`src/design/assert_macros.svh`:
```
// ---------------------------------------------------------------------------
// Assertion macros
// Concurrent assertion wrappers used by the receiver core; empty when SYNTH
// is defined.
// ---------------------------------------------------------------------------
`ifndef ASSERT_MACROS_SVH
`define ASSERT_MACROS_SVH

`ifndef SYNTH

`define ASSERT_IMPLY(lbl, clk, rst_n, ante, cons) \
    lbl: assert property (@(posedge clk) disable iff (!rst_n) (ante) |-> (cons)) \
        else $error("same-cycle implication violated");

`define ASSERT_NEXT(lbl, clk, rst_n, ante, cons) \
    lbl: assert property (@(posedge clk) disable iff (!rst_n) (ante) |=> (cons)) \
        else $error("next-cycle implication violated");

`else

`define ASSERT_IMPLY(lbl, clk, rst_n, ante, cons)
`define ASSERT_NEXT(lbl, clk, rst_n, ante, cons)

`endif

`endif

```
`src/design/crfr_pkg.sv`:
```
// ---------------------------------------------------------------------------
// crfr_pkg
// Types, codes and the CRC-16/CCITT-FALSE byte update shared by the frame
// receiver modules.
// ---------------------------------------------------------------------------
package crfr_pkg;

    localparam int FIFO_DEPTH = 4;

    localparam logic [7:0]  START_BYTE_RESET = 8'hAA;
    localparam logic [15:0] MAX_LEN_RESET    = 16'd256;
    localparam logic [15:0] CRC_INIT         = 16'hFFFF;
    localparam logic [15:0] CRC_POLY         = 16'h1021;

    localparam logic REG_START_BYTE = 1'b0;
    localparam logic REG_MAX_LEN    = 1'b1;

    localparam logic KIND_PAYLOAD = 1'b0;
    localparam logic KIND_REPORT  = 1'b1;

    localparam logic [1:0] STATUS_OK       = 2'd0;
    localparam logic [1:0] STATUS_TOO_LONG = 2'd1;
    localparam logic [1:0] STATUS_CRC_BAD  = 2'd2;

    typedef enum logic [2:0] {
        PH_HUNT    = 3'd0,
        PH_TYPE    = 3'd1,
        PH_LEN_HI  = 3'd2,
        PH_LEN_LO  = 3'd3,
        PH_PAYLOAD = 3'd4,
        PH_CRC_HI  = 3'd5,
        PH_CRC_LO  = 3'd6
    } phase_t;

    typedef struct packed {
        logic        kind;
        logic [7:0]  payload_byte;
        logic [7:0]  frame_type;
        logic [15:0] frame_length;
        logic [1:0]  frame_status;
    } result_t;

    function automatic logic [15:0] crc16_update(input logic [15:0] crc,
                                                 input logic [7:0]  b);
        logic [15:0] c;
        c = crc ^ {b, 8'h00};
        for (int k = 0; k < 8; k++)
        begin
            if (c[15])
            begin
                c = {c[14:0], 1'b0} ^ CRC_POLY;
            end
            else
            begin
                c = {c[14:0], 1'b0};
            end
        end
        return c;
    endfunction

endpackage

```
`src/design/crfr_parser.sv`:
```
// ---------------------------------------------------------------------------
// crfr_parser
// Front part: walks the frame format one byte per beat, runs both CRCs and
// produces at most one result beat per received byte.
// ---------------------------------------------------------------------------
module crfr_parser (
    input  logic               clk,
    input  logic               rst_n,
    input  logic               beat_valid,
    input  logic [7:0]         beat_byte,
    input  logic [7:0]         start_byte,
    input  logic [15:0]        max_len,
    output logic               res_valid,
    output crfr_pkg::result_t  res
);

    crfr_pkg::phase_t phase_reg, phase_next;
    logic [7:0]  type_reg, type_next;
    logic [15:0] length_reg, length_next;
    logic [15:0] count_reg, count_next;
    logic [15:0] hdr_crc_reg, hdr_crc_next;
    logic [15:0] pay_crc_reg, pay_crc_next;
    logic [7:0]  crc_hi_reg, crc_hi_next;
    logic [15:0] len_full;
    logic [15:0] count_inc;
    logic [15:0] recv_crc;

    assign len_full  = {length_reg[15:8], beat_byte};
    assign count_inc = count_reg + 16'd1;
    assign recv_crc  = {crc_hi_reg, beat_byte};

    always_comb
    begin
        phase_next   = phase_reg;
        type_next    = type_reg;
        length_next  = length_reg;
        count_next   = count_reg;
        hdr_crc_next = hdr_crc_reg;
        pay_crc_next = pay_crc_reg;
        crc_hi_next  = crc_hi_reg;
        res_valid    = 1'b0;
        res.kind         = crfr_pkg::KIND_PAYLOAD;
        res.payload_byte = 8'h00;
        res.frame_type   = type_reg;
        res.frame_length = length_reg;
        res.frame_status = crfr_pkg::STATUS_OK;

        if (beat_valid)
        begin
            unique case (phase_reg)
                crfr_pkg::PH_TYPE:
                begin
                    type_next    = beat_byte;
                    hdr_crc_next = crfr_pkg::crc16_update(hdr_crc_reg, beat_byte);
                    phase_next   = crfr_pkg::PH_LEN_HI;
                end
                crfr_pkg::PH_LEN_HI:
                begin
                    length_next  = {beat_byte, 8'h00};
                    hdr_crc_next = crfr_pkg::crc16_update(hdr_crc_reg, beat_byte);
                    phase_next   = crfr_pkg::PH_LEN_LO;
                end
                crfr_pkg::PH_LEN_LO:
                begin
                    length_next  = len_full;
                    hdr_crc_next = crfr_pkg::crc16_update(hdr_crc_reg, beat_byte);
                    if (len_full > max_len)
                    begin
                        phase_next       = crfr_pkg::PH_HUNT;
                        res_valid        = 1'b1;
                        res.kind         = crfr_pkg::KIND_REPORT;
                        res.frame_length = len_full;
                        res.frame_status = crfr_pkg::STATUS_TOO_LONG;
                    end
                    else if (len_full == 16'd0)
                    begin
                        phase_next = crfr_pkg::PH_CRC_HI;
                    end
                    else
                    begin
                        phase_next = crfr_pkg::PH_PAYLOAD;
                    end
                end
                crfr_pkg::PH_PAYLOAD:
                begin
                    pay_crc_next = crfr_pkg::crc16_update(pay_crc_reg, beat_byte);
                    count_next   = count_inc;
                    if (count_inc >= length_reg)
                    begin
                        phase_next = crfr_pkg::PH_CRC_HI;
                    end
                    res_valid        = 1'b1;
                    res.payload_byte = beat_byte;
                end
                crfr_pkg::PH_CRC_HI:
                begin
                    crc_hi_next = beat_byte;
                    phase_next  = crfr_pkg::PH_CRC_LO;
                end
                crfr_pkg::PH_CRC_LO:
                begin
                    phase_next = crfr_pkg::PH_HUNT;
                    res_valid  = 1'b1;
                    res.kind   = crfr_pkg::KIND_REPORT;
                    res.frame_status = ((hdr_crc_reg ^ pay_crc_reg) == recv_crc)
                                       ? crfr_pkg::STATUS_OK
                                       : crfr_pkg::STATUS_CRC_BAD;
                end
                default:
                begin
                    phase_next = crfr_pkg::PH_HUNT;
                    if (beat_byte == start_byte)
                    begin
                        hdr_crc_next = crfr_pkg::CRC_INIT;
                        pay_crc_next = crfr_pkg::CRC_INIT;
                        count_next   = 16'd0;
                        phase_next   = crfr_pkg::PH_TYPE;
                    end
                end
            endcase
        end
    end

    always_ff @(posedge clk or negedge rst_n)
    begin
        if (!rst_n)
        begin
            phase_reg   <= crfr_pkg::PH_HUNT;
            type_reg    <= 8'h00;
            length_reg  <= 16'd0;
            count_reg   <= 16'd0;
            hdr_crc_reg <= crfr_pkg::CRC_INIT;
            pay_crc_reg <= crfr_pkg::CRC_INIT;
            crc_hi_reg  <= 8'h00;
        end
        else
        begin
            phase_reg   <= phase_next;
            type_reg    <= type_next;
            length_reg  <= length_next;
            count_reg   <= count_next;
            hdr_crc_reg <= hdr_crc_next;
            pay_crc_reg <= pay_crc_next;
            crc_hi_reg  <= crc_hi_next;
        end
    end

endmodule

```
`src/design/crfr_fifo.sv`:
```
// ---------------------------------------------------------------------------
// crfr_fifo
// Back part: a short result queue that holds beats until the receiver pops
// them, so the parser keeps running while the output side stalls, until the queue is full.
// ---------------------------------------------------------------------------
module crfr_fifo #(
    parameter int DEPTH = crfr_pkg::FIFO_DEPTH
) (
    input  logic               clk,
    input  logic               rst_n,
    input  logic               wr_en,
    input  crfr_pkg::result_t  wr_data,
    input  logic               rd_en,
    output crfr_pkg::result_t  rd_data,
    output logic               empty,
    output logic               full
);

    localparam int PTR_W = $clog2(DEPTH);
    localparam int CNT_W = $clog2(DEPTH + 1);
    localparam logic [PTR_W-1:0] PTR_LAST = PTR_W'(DEPTH - 1);
    localparam logic [CNT_W-1:0] CNT_FULL = CNT_W'(DEPTH);

    crfr_pkg::result_t mem_reg [DEPTH];
    logic [PTR_W-1:0] wr_ptr_reg, wr_ptr_next;
    logic [PTR_W-1:0] rd_ptr_reg, rd_ptr_next;
    logic [CNT_W-1:0] count_reg, count_next;
    logic do_wr;
    logic do_rd;

    assign empty   = (count_reg == '0);
    assign full    = (count_reg == CNT_FULL);
    assign do_wr   = wr_en && !full;
    assign do_rd   = rd_en && !empty;
    assign rd_data = mem_reg[rd_ptr_reg];

    always_comb
    begin
        wr_ptr_next = wr_ptr_reg;
        rd_ptr_next = rd_ptr_reg;
        count_next  = count_reg;
        if (do_wr)
        begin
            wr_ptr_next = (wr_ptr_reg == PTR_LAST) ? '0 : wr_ptr_reg + 1'b1;
        end
        if (do_rd)
        begin
            rd_ptr_next = (rd_ptr_reg == PTR_LAST) ? '0 : rd_ptr_reg + 1'b1;
        end
        if (do_wr && !do_rd)
        begin
            count_next = count_reg + 1'b1;
        end
        else if (do_rd && !do_wr)
        begin
            count_next = count_reg - 1'b1;
        end
    end

    always_ff @(posedge clk or negedge rst_n)
    begin
        if (!rst_n)
        begin
            wr_ptr_reg <= '0;
            rd_ptr_reg <= '0;
            count_reg  <= '0;
        end
        else
        begin
            wr_ptr_reg <= wr_ptr_next;
            rd_ptr_reg <= rd_ptr_next;
            count_reg  <= count_next;
        end
    end

    always_ff @(posedge clk)
    begin
        if (do_wr)
        begin
            mem_reg[wr_ptr_reg] <= wr_data;
        end
    end

endmodule

```
`src/design/crc_checked_frame_receiver_core.sv`:
```
// ---------------------------------------------------------------------------
// crc_checked_frame_receiver_core
// Byte-stream deframer; the frame check compares the XOR of separate
// CRC-16/CCITT-FALSE values over header and payload with the received CRC.
// ---------------------------------------------------------------------------
// Received bytes enter on push/rx_byte and are taken while full is low.
// Each payload byte leaves as a result beat (result_kind 0), and each frame
// closes with a report beat (result_kind 1) carrying type, length and status:
// ok, length above max_payload_len, or CRC mismatch.
// The parser takes one byte every cycle while full is low; its CRC update is
// a byte-parallel step, so throughput is one byte per clock while not full.
// A result beat is in the queue in the cycle after the byte that causes it,
// with empty low; it shows on the result ports once it reaches the head.
// Results wait in a FIFO_DEPTH-beat queue. When the receiver holds pop low
// the queue fills, full rises and input stops until beats are popped.
// The APB port holds start_byte at 0x0 and max_payload_len at 0x4; write
// them only while the block is idle.
// Reset empties the queue, puts the parser in start-byte hunting and loads
// start_byte 0xAA and max_payload_len 256. No clearing pass is needed.
// ---------------------------------------------------------------------------
`include "assert_macros.svh"

module crc_checked_frame_receiver_core #(
    parameter int FIFO_DEPTH = crfr_pkg::FIFO_DEPTH
) (
    input  logic        clk,
    input  logic        rst_n,
    input  logic        push,
    output logic        full,
    input  logic [7:0]  rx_byte,
    output logic        empty,
    input  logic        pop,
    output logic        result_kind,
    output logic [7:0]  payload_byte,
    output logic [7:0]  frame_type,
    output logic [15:0] frame_length,
    output logic [1:0]  frame_status,
    input  logic        psel,
    input  logic        penable,
    input  logic        pwrite,
    input  logic [2:0]  paddr,
    input  logic [31:0] pwdata,
    output logic [31:0] prdata,
    output logic        pready
);

    logic [7:0]        start_byte_reg;
    logic [15:0]       max_len_reg;
    logic              cfg_wr;
    logic              accept;
    logic              res_valid;
    crfr_pkg::result_t res;
    crfr_pkg::result_t head;

    assign pready = 1'b1;
    assign cfg_wr = psel && penable && pwrite && pready;
    assign prdata = (paddr[2] == crfr_pkg::REG_START_BYTE)
                    ? {24'h000000, start_byte_reg}
                    : {16'h0000, max_len_reg};

    always_ff @(posedge clk or negedge rst_n)
    begin
        if (!rst_n)
        begin
            start_byte_reg <= crfr_pkg::START_BYTE_RESET;
            max_len_reg    <= crfr_pkg::MAX_LEN_RESET;
        end
        else if (cfg_wr)
        begin
            if (paddr[2] == crfr_pkg::REG_START_BYTE)
            begin
                start_byte_reg <= pwdata[7:0];
            end
            else
            begin
                max_len_reg <= pwdata[15:0];
            end
        end
    end

    assign accept = push && !full;

    crfr_parser u_parser (
        .clk        (clk),
        .rst_n      (rst_n),
        .beat_valid (accept),
        .beat_byte  (rx_byte),
        .start_byte (start_byte_reg),
        .max_len    (max_len_reg),
        .res_valid  (res_valid),
        .res        (res)
    );

    crfr_fifo #(
        .DEPTH (FIFO_DEPTH)
    ) u_fifo (
        .clk     (clk),
        .rst_n   (rst_n),
        .wr_en   (res_valid),
        .wr_data (res),
        .rd_en   (pop),
        .rd_data (head),
        .empty   (empty),
        .full    (full)
    );

    assign result_kind  = head.kind;
    assign payload_byte = head.payload_byte;
    assign frame_type   = head.frame_type;
    assign frame_length = head.frame_length;
    assign frame_status = head.frame_status;

    `ASSERT_NEXT(a_result_lands, clk, rst_n, res_valid, !empty)
    `ASSERT_IMPLY(a_payload_ok, clk, rst_n, res_valid && (res.kind == crfr_pkg::KIND_PAYLOAD), res.frame_status == crfr_pkg::STATUS_OK)
    `ASSERT_IMPLY(a_too_long_len, clk, rst_n, res_valid && (res.frame_status == crfr_pkg::STATUS_TOO_LONG), res.frame_length > max_len_reg)
    `ASSERT_IMPLY(a_result_needs_byte, clk, rst_n, res_valid, accept)

endmodule
```
`config.mk`:
```
export PLATFORM = sky130hd
export DESIGN_NAME = crc_checked_frame_receiver_core
export DESIGN_NICKNAME = d
export VERILOG_FILES = /design/src/design/crfr_pkg.sv /design/src/design/crfr_parser.sv /design/src/design/crfr_fifo.sv /design/src/design/crc_checked_frame_receiver_core.sv
export VERILOG_INCLUDE_DIRS = /design/src /design/src/design
export SDC_FILE = /design/constraint.sdc
export NUM_CORES = 1
export LEC_CHECK = 0
export ABC_CLOCK_PERIOD_IN_PS = 3110
export BUFFER_PORTS_ARGS = -buffer_cell sky130_fd_sc_hd__buf_2
export CAP_MARGIN = 20
export CORE_ASPECT_RATIO = 0.6
export CORE_MARGIN = 2
export CORE_UTILIZATION = 54
export DETAILED_ROUTE_END_ITERATION = 6
export PLACE_DENSITY = 0.83
export SLEW_MARGIN = 10
export SYNTH_ARGS = -nofsm -noshare
export SYNTH_HDL_FRONTEND = slang
export SYNTH_HIERARCHICAL = 1
export SYNTH_SLANG_ARGS = --single-unit
```
`constraint.sdc`:
```
create_clock -name clk -period 3.11 [get_ports clk]
set_input_delay 0.311 -clock clk [delete_from_list [all_inputs] [get_ports clk]]
set_output_delay 0.311 -clock clk [all_outputs]
set_load 0.02 [all_outputs]
```
---- Word-level counts from Yosys, hierarchy flattened ----
Memories as Yosys holds them, arrays and structs flattened.
Cells that the tools add are included.
word-level totals
  flip-flop bits (word level) ............. 114
  RAM bits ................................ 140
  bits of input ports ..................... 50
  output and inout bits ................... 70
  logic and storage cells ................. 214
  memories kept ........................... 1
memories
  name            words  bits a word  rd ports  clocked after memory_dff  wr ports  line             RTL
  u_fifo.mem_reg  4      35           1         0                         1         crfr_fifo.sv:24  crfr_pkg::result_t mem_reg [DEPTH];
cells by class
  add/sub/neg operators ................... 5
  $lt $le $gt $ge ......................... 2
  equality and inequality tests ........... 12
  mux-type cells .......................... 115
  bitwise operators ....................... 37
  reduce and logical (&&, ||, !) cells .... 29
operators with widths
  kind                     count
  $mux W16                 59
  $mux W13                 30
  $pmux W16 S2             3
  $not A3 Y3               30
  $pmux W16 S4             1
  $xor A16 B16 Y16         3
  $mux W10                 2
  $pmux W3 S6              1
  $add A16 B1 Y16 const B  1
  $eq A16 B16 Y1           1
  $ge A16 B16 Y1           1
  $gt A16 B16 Y1           1
  $logic_not A16 Y1        1
  $mux W8                  2
  $eq A3 B3 Y1 const B     4
  $mux W3                  4
  $reduce_and A2 Y1        6
  $mux W9                  1
  $reduce_and A3 Y1        3
  $eq A8 B8 Y1             1
  $logic_and A1 B1 Y1      7
  $eq A3 B2 Y1 const B     2
  $mux W1                  6
  $mux W2                  3
  16 further kinds         27

---- Depth between registers and ports, before layout ----
  word-level depth ........................ 32
  depth in mapped cells ................... 18

---- Cells and area by module ----
Netlist, hierarchy kept.
by module, submodules not included
  module                           times used  cells an instance  area each (µm²)  sequential area each (µm²)
  crfr_parser                      1           580                5632.9           2117.0
  crfr_fifo                        1           220                5500.3           4379.2
  crc_checked_frame_receiver_core  1           89                 1265.0           606.8

---- Worst setup path before layout ----
No wires, ideal clock.
  kind .................................... register to register
  from .................................... reg u_parser.length_reg[15]
  to ...................................... mem u_fifo/mem_reg[0][0] (netlist name), enable pin
  library setup time ...................... 396 ps
  data arrival time ....................... 2978 ps
  required time ........................... 2714 ps
  setup slack ............................. -263 ps
  stages on the path, launching flop included .. 12
  path buffers ............................ 2
  period minus slack after synthesis ...... 3373 ps
  cell sequence ........................... dfrtp_1 > ha_1 > nand4_2 > nor4_2 > o21ai_1 > a31oi_2 > nand3_2 > buf_6 > o21ai_1 > nor2b_1 > buf_2 > and2_1
on the way
  longest elaborated chain between the ends .. 7
RTL lines
  element                        line                                   RTL
  start, declared                crfr_parser.sv:19                      logic [15:0] length_reg, length_next;
  start signal, assigned         crfr_parser.sv:140                     length_reg <= length_next;
  $gt A16 B16 Y1                 crfr_parser.sv:67                      if (len_full > max_len)
  $mux W1                        crfr_parser.sv:67
  $pmux W1 S2                    crfr_parser.sv:50                      unique case (phase_reg)
  $mux W1                        crfr_parser.sv:48                      if (beat_valid)
  named net res_valid            crc_checked_frame_receiver_core.sv:51  logic res_valid;
  $logic_and A1 B1 Y1            crfr_fifo.sv:33                        assign do_wr = wr_en && !full;
  named net u_fifo.do_wr         crfr_fifo.sv:28                        logic do_wr;
  $mux W1                        crfr_fifo.sv:78                        if (do_wr)
  $mux W1 (not written as such)  crfr_fifo.sv:80                        mem_reg[wr_ptr_reg] <= wr_data;
  end, declared                  crfr_fifo.sv:24
The timed path passes the listed nets, and every way through them passes these cells.

---- Worst setup path after layout ----
  from .................................... reg max_len_reg[13]
  to ...................................... reg u_fifo.count_reg[2]
on the way
  longest elaborated chain between the ends .. 8
  elaborated cells between the ends (all ways) .. 10
RTL lines
  element                              line                                   RTL
  start, declared                      crc_checked_frame_receiver_core.sv:48  logic [15:0] max_len_reg;
  start signal, assigned               crc_checked_frame_receiver_core.sv:66  max_len_reg <= crfr_pkg::MAX_LEN_RESET;
  start signal, assigned               crc_checked_frame_receiver_core.sv:76  max_len_reg <= pwdata[15:0];
  $gt A16 B16 Y1 *                     crfr_parser.sv:67
  $mux W1 *                            crfr_parser.sv:67
  $pmux W1 S2 *                        crfr_parser.sv:50
  $mux W1 *                            crfr_parser.sv:48
  named net res_valid                  crc_checked_frame_receiver_core.sv:51
  $logic_and A1 B1 Y1 *                crfr_fifo.sv:33
  $logic_not A1 Y1                     crfr_fifo.sv:54                        else if (do_rd && !do_wr)
  $logic_and A1 B1 Y1                  crfr_fifo.sv:54
  $reduce_bool A2 Y1 (no source line)  n/a
  end signal, assigned                 crfr_fifo.sv:72                        count_reg <= count_next;
  end, declared                        crfr_fifo.sv:27                        logic [CNT_W-1:0] count_reg, count_next;
The timed path passes the listed nets; every way through them passes the cells marked *.
A chain may end at the register's enable or synchronous reset.

==> metrics.cfg <==
[critical_path]
critPathKind=reg2reg
timing.rr.start=max_len_reg[13]$_DFFE_PN0P_
arrival_ps=3540
cp_cell_sequence=inv_2 -> ha_4 -> nand4_4 -> nor4_4 -> o21ai_1 -> a31oi_2 -> nand3_2 -> o21ai_4 -> nor2b_1 -> buf_4 -> ha_4 -> inv_2 -> fa_2 -> xor2_1 -> nor2_1 -> xor2_1
worstSetupStartpoint=max_len_reg[13]$_DFFE_PN0P_
worst_setup_path_end_kind=register
required_ps=3550
path_max_fanout=4
crit_path_max_incr_delay_ps=390
cpMaxStageDelayCell=dfrtp_1
cp.buffers_inverters=3
start_kind=register
cp_top_family=simple AND/OR/NAND/NOR gates

[min_path]
worst_hold_path_type=in2reg
hold_start=pwdata[11]

[routing]
viasPerCell=5.68
postRouteAntennaNets=0
drtPass1Iterations=5
wire_per_inst_microns=21.9
drtIter0Drc=925
drt_wl_total_microns=29500
dr_total_vias=7644
route.detailed.drc=0

[sta]
setup_ws_ps=17.4
hold_viol_final=0
fin_crit_sh=0.994
min_period_ps=3090
worst_pin_slew_ps=812
finalSetupTns_ps=0
maxSlewViolCount=0
fmaxAchievable_mhz=323
relSlewSlack=0.457
setup_viol=0
finClkSkew_ps=17.3
rsz0062_at_grt=yes

[final_layout]
largest_register_ffs=140
diodes=0
fin_area_sq_um=14600
area_delta_synth_final_pct=17.5
fillers=1564
nNetsFinal=1111
drive_gt1_frac=0.351
final_util=0.654

[floorplan]
rows=42
coreArea_sq_um=22300
dieHeight_microns=121
die_x_microns=200
ios=120
die-area_sq_um=24200
start_util=0.556

[yosys]
synth_edf_count=140
synth_flop_cell=edfxtp_1
syn_area_sq_um=12400
synthTopCellsByArea=edfxtp_1, dfrtp_1, dfstp_2
yosysWarnings=6
synth.yosys.seq_area_share=0.573
synth_largest_area_cell=edfxtp_1
ys_ff_latch=254
syn_inst=889
synth_top_area_share=0.339
netlist-cell-type-count=66
avgSynthCellArea_sq_um=13.9
async_flop_share=0.449

[clock_tree]
h-tree-depth=1
clockBufferDepth=3
root_buffer=clkbuf_16
cts_buffers=23
cts_tree=done
clk_pin_slew_worst_paths_ps=70
cts_sinks=254
clkLatencyLatePin_ps=520

[grt]
antenna_found_initial=0
grt_pass1_wl_microns=41900
grt_max_degree=65
overflow=0
grt.total_usage=0.226
grt_pass1_vias=7480

[placed_design]
dp_hpwl_microns=17700
dp_slack_ps=-153
gp_congestion=0.894
place.port_buffers=84
dpl_cell_area_sq_um=13300

[pwr]
power_w=0.0141
peakVddDrop_v=0.000441
p_leak_nw=5.83
power.density_nw_per_um2=970

[run_status]
status=finished clean

[run]
maxCapViolations=0

[through the flow]
| stage | cells | hold slack, ps |
|---|---|---|
| final | 1345 | 41.2 |
| after floorplan | 904 | 15.4 |
| after detailed placement | 1279 | 221 |
| after CTS | 1321 | 34.4 |
| after global placement | 1279 | 216 |
| after global routing | 1345 | 29.6 |
[area by class of cell]
type                       count  area (sq um)  area share
clock inverter                 9           143     0.00979
tap                          308           385      0.0265
clock buffer                  32           619      0.0425
multi-input combinational    539          4880       0.335
sequential                   254          7110       0.488
inverter                      47           176      0.0121
timing repair buffer         156          1260      0.0864
[cell usage after synthesis, types with 5 or more instances]
| cell | number |
|---|---|
| and2_1 | 21 |
| nand2_1 | 38 |
| buf_2 | 15 |
| nand3_1 | 23 |
| a31oi_1 | 9 |
| clkbuf_1 | 9 |
| a2bb2oi_2 | 12 |
| nor3_1 | 8 |
| mux2_4 | 19 |
| dfrtp_1 | 77 |
| a21oi_1 | 35 |
| mux4_2 | 35 |
| ha_1 | 39 |
| o21ai_1 | 7 |
| nor2_1 | 40 |
| xor2_1 | 44 |
| nand4_1 | 9 |
| xnor2_1 | 61 |
| nor4_1 | 5 |
| a21o_1 | 6 |
| edfxtp_1 | 140 |
| buf_4 | 31 |
| mux2_2 | 39 |
| o21ai_0 | 21 |
| dfstp_2 | 37 |
| buf_6 | 9 |
| inv_1 | 45 |
[power breakdown]
group / total, W / switching, W / leakage [nW] / internal (W)
sequential: 0.00533 / 0.000687 / 2.63 / 0.00465
combinational: 0.00587 / 0.00319 / 2.83 / 0.00268
clock: 0.00293 / 0.00121 / 0.368 / 0.00172
[layer usage]
| metal | global-route usage | up-vias | routed length [microns] |
|---|---|---|---|
| met3 | 0.0431 | 44 | 2900 |
| li1 | - | 3434 | - |
| met2 | 0.333 | 358 | 12600 |
| met4 | 0.0472 | 0 | 622 |
| met1 | 0.349 | 3808 | 13400 |
| met5 | 0 | - | 0 |
[placed cells by master, fill, tap and decap left out, drive strengths merged, types with 28 or more instances in the layout]
master / count
a21oi: 36
buf: 146
clkbuf: 41
dfrtp: 77
dfstp: 37
edfxtp: 140
ha: 39
inv: 46
mux2: 59
mux4: 35
nand2: 38
nor2: 40
o21ai: 28
xnor2: 61
xor2: 44
[worst reg2reg max path: cells and delay by family (launching register included)]
kind	cells	cell delay [ps]
fa+ha+maj	3	740
buf+inv	3	230
flops	1	390
simple gates	5	870
compound gates	3	510
xor+xnor	2	300
[worst paths after layout]
| kind | end | slack, ps | cells after the start |
|---|---|---|---|
| min reg2reg | u_parser/count_reg[10]$_DFFE_PN0P_ | 480 | 1 |
| min in group asynchronous | max_len_reg[6]$_DFFE_PN0P_ | 250 | 2 |
| min | max_len_reg[11]$_DFFE_PN0P_ | 40 | 2 |
| max | u_fifo/count_reg[2]$_DFFE_PN0P_ | 20 | 16 |
| max reg2reg | u_fifo/count_reg[2]$_DFFE_PN0P_ | 20 | 16 |
| max in group asynchronous | u_parser/pay_crc_reg[12]$_DFFE_PN1P_ | 2110 | 3 |
[timing repair]
action / in CTS / in global routing
pin swaps: 2 / 6
hold buffers: 1 / 0
gates resized for setup: 2 / 18
cloned: 0 / 21
setup buffers: 0 / 4
setup endpoints to repair: 142 / 144
endpoints found under the hold margin: 20 / 0
[cells by family (layout without fill, tap and decap cells)]
kind of cell               Yosys count  in the layout  synth area share
adders and majority gates           40             40            0.0410
other                                2             17          0.000606
and+or+nand+nor                    168            168            0.0723
muxes                               95             95             0.124
buffers and inverters              111            244            0.0500
DFF                                254            254             0.573
xor gates and xnor gates           105            105            0.0742
AOI/OAI and AO/OA                  114            114            0.0654
(Power assumes the default switching activity.)
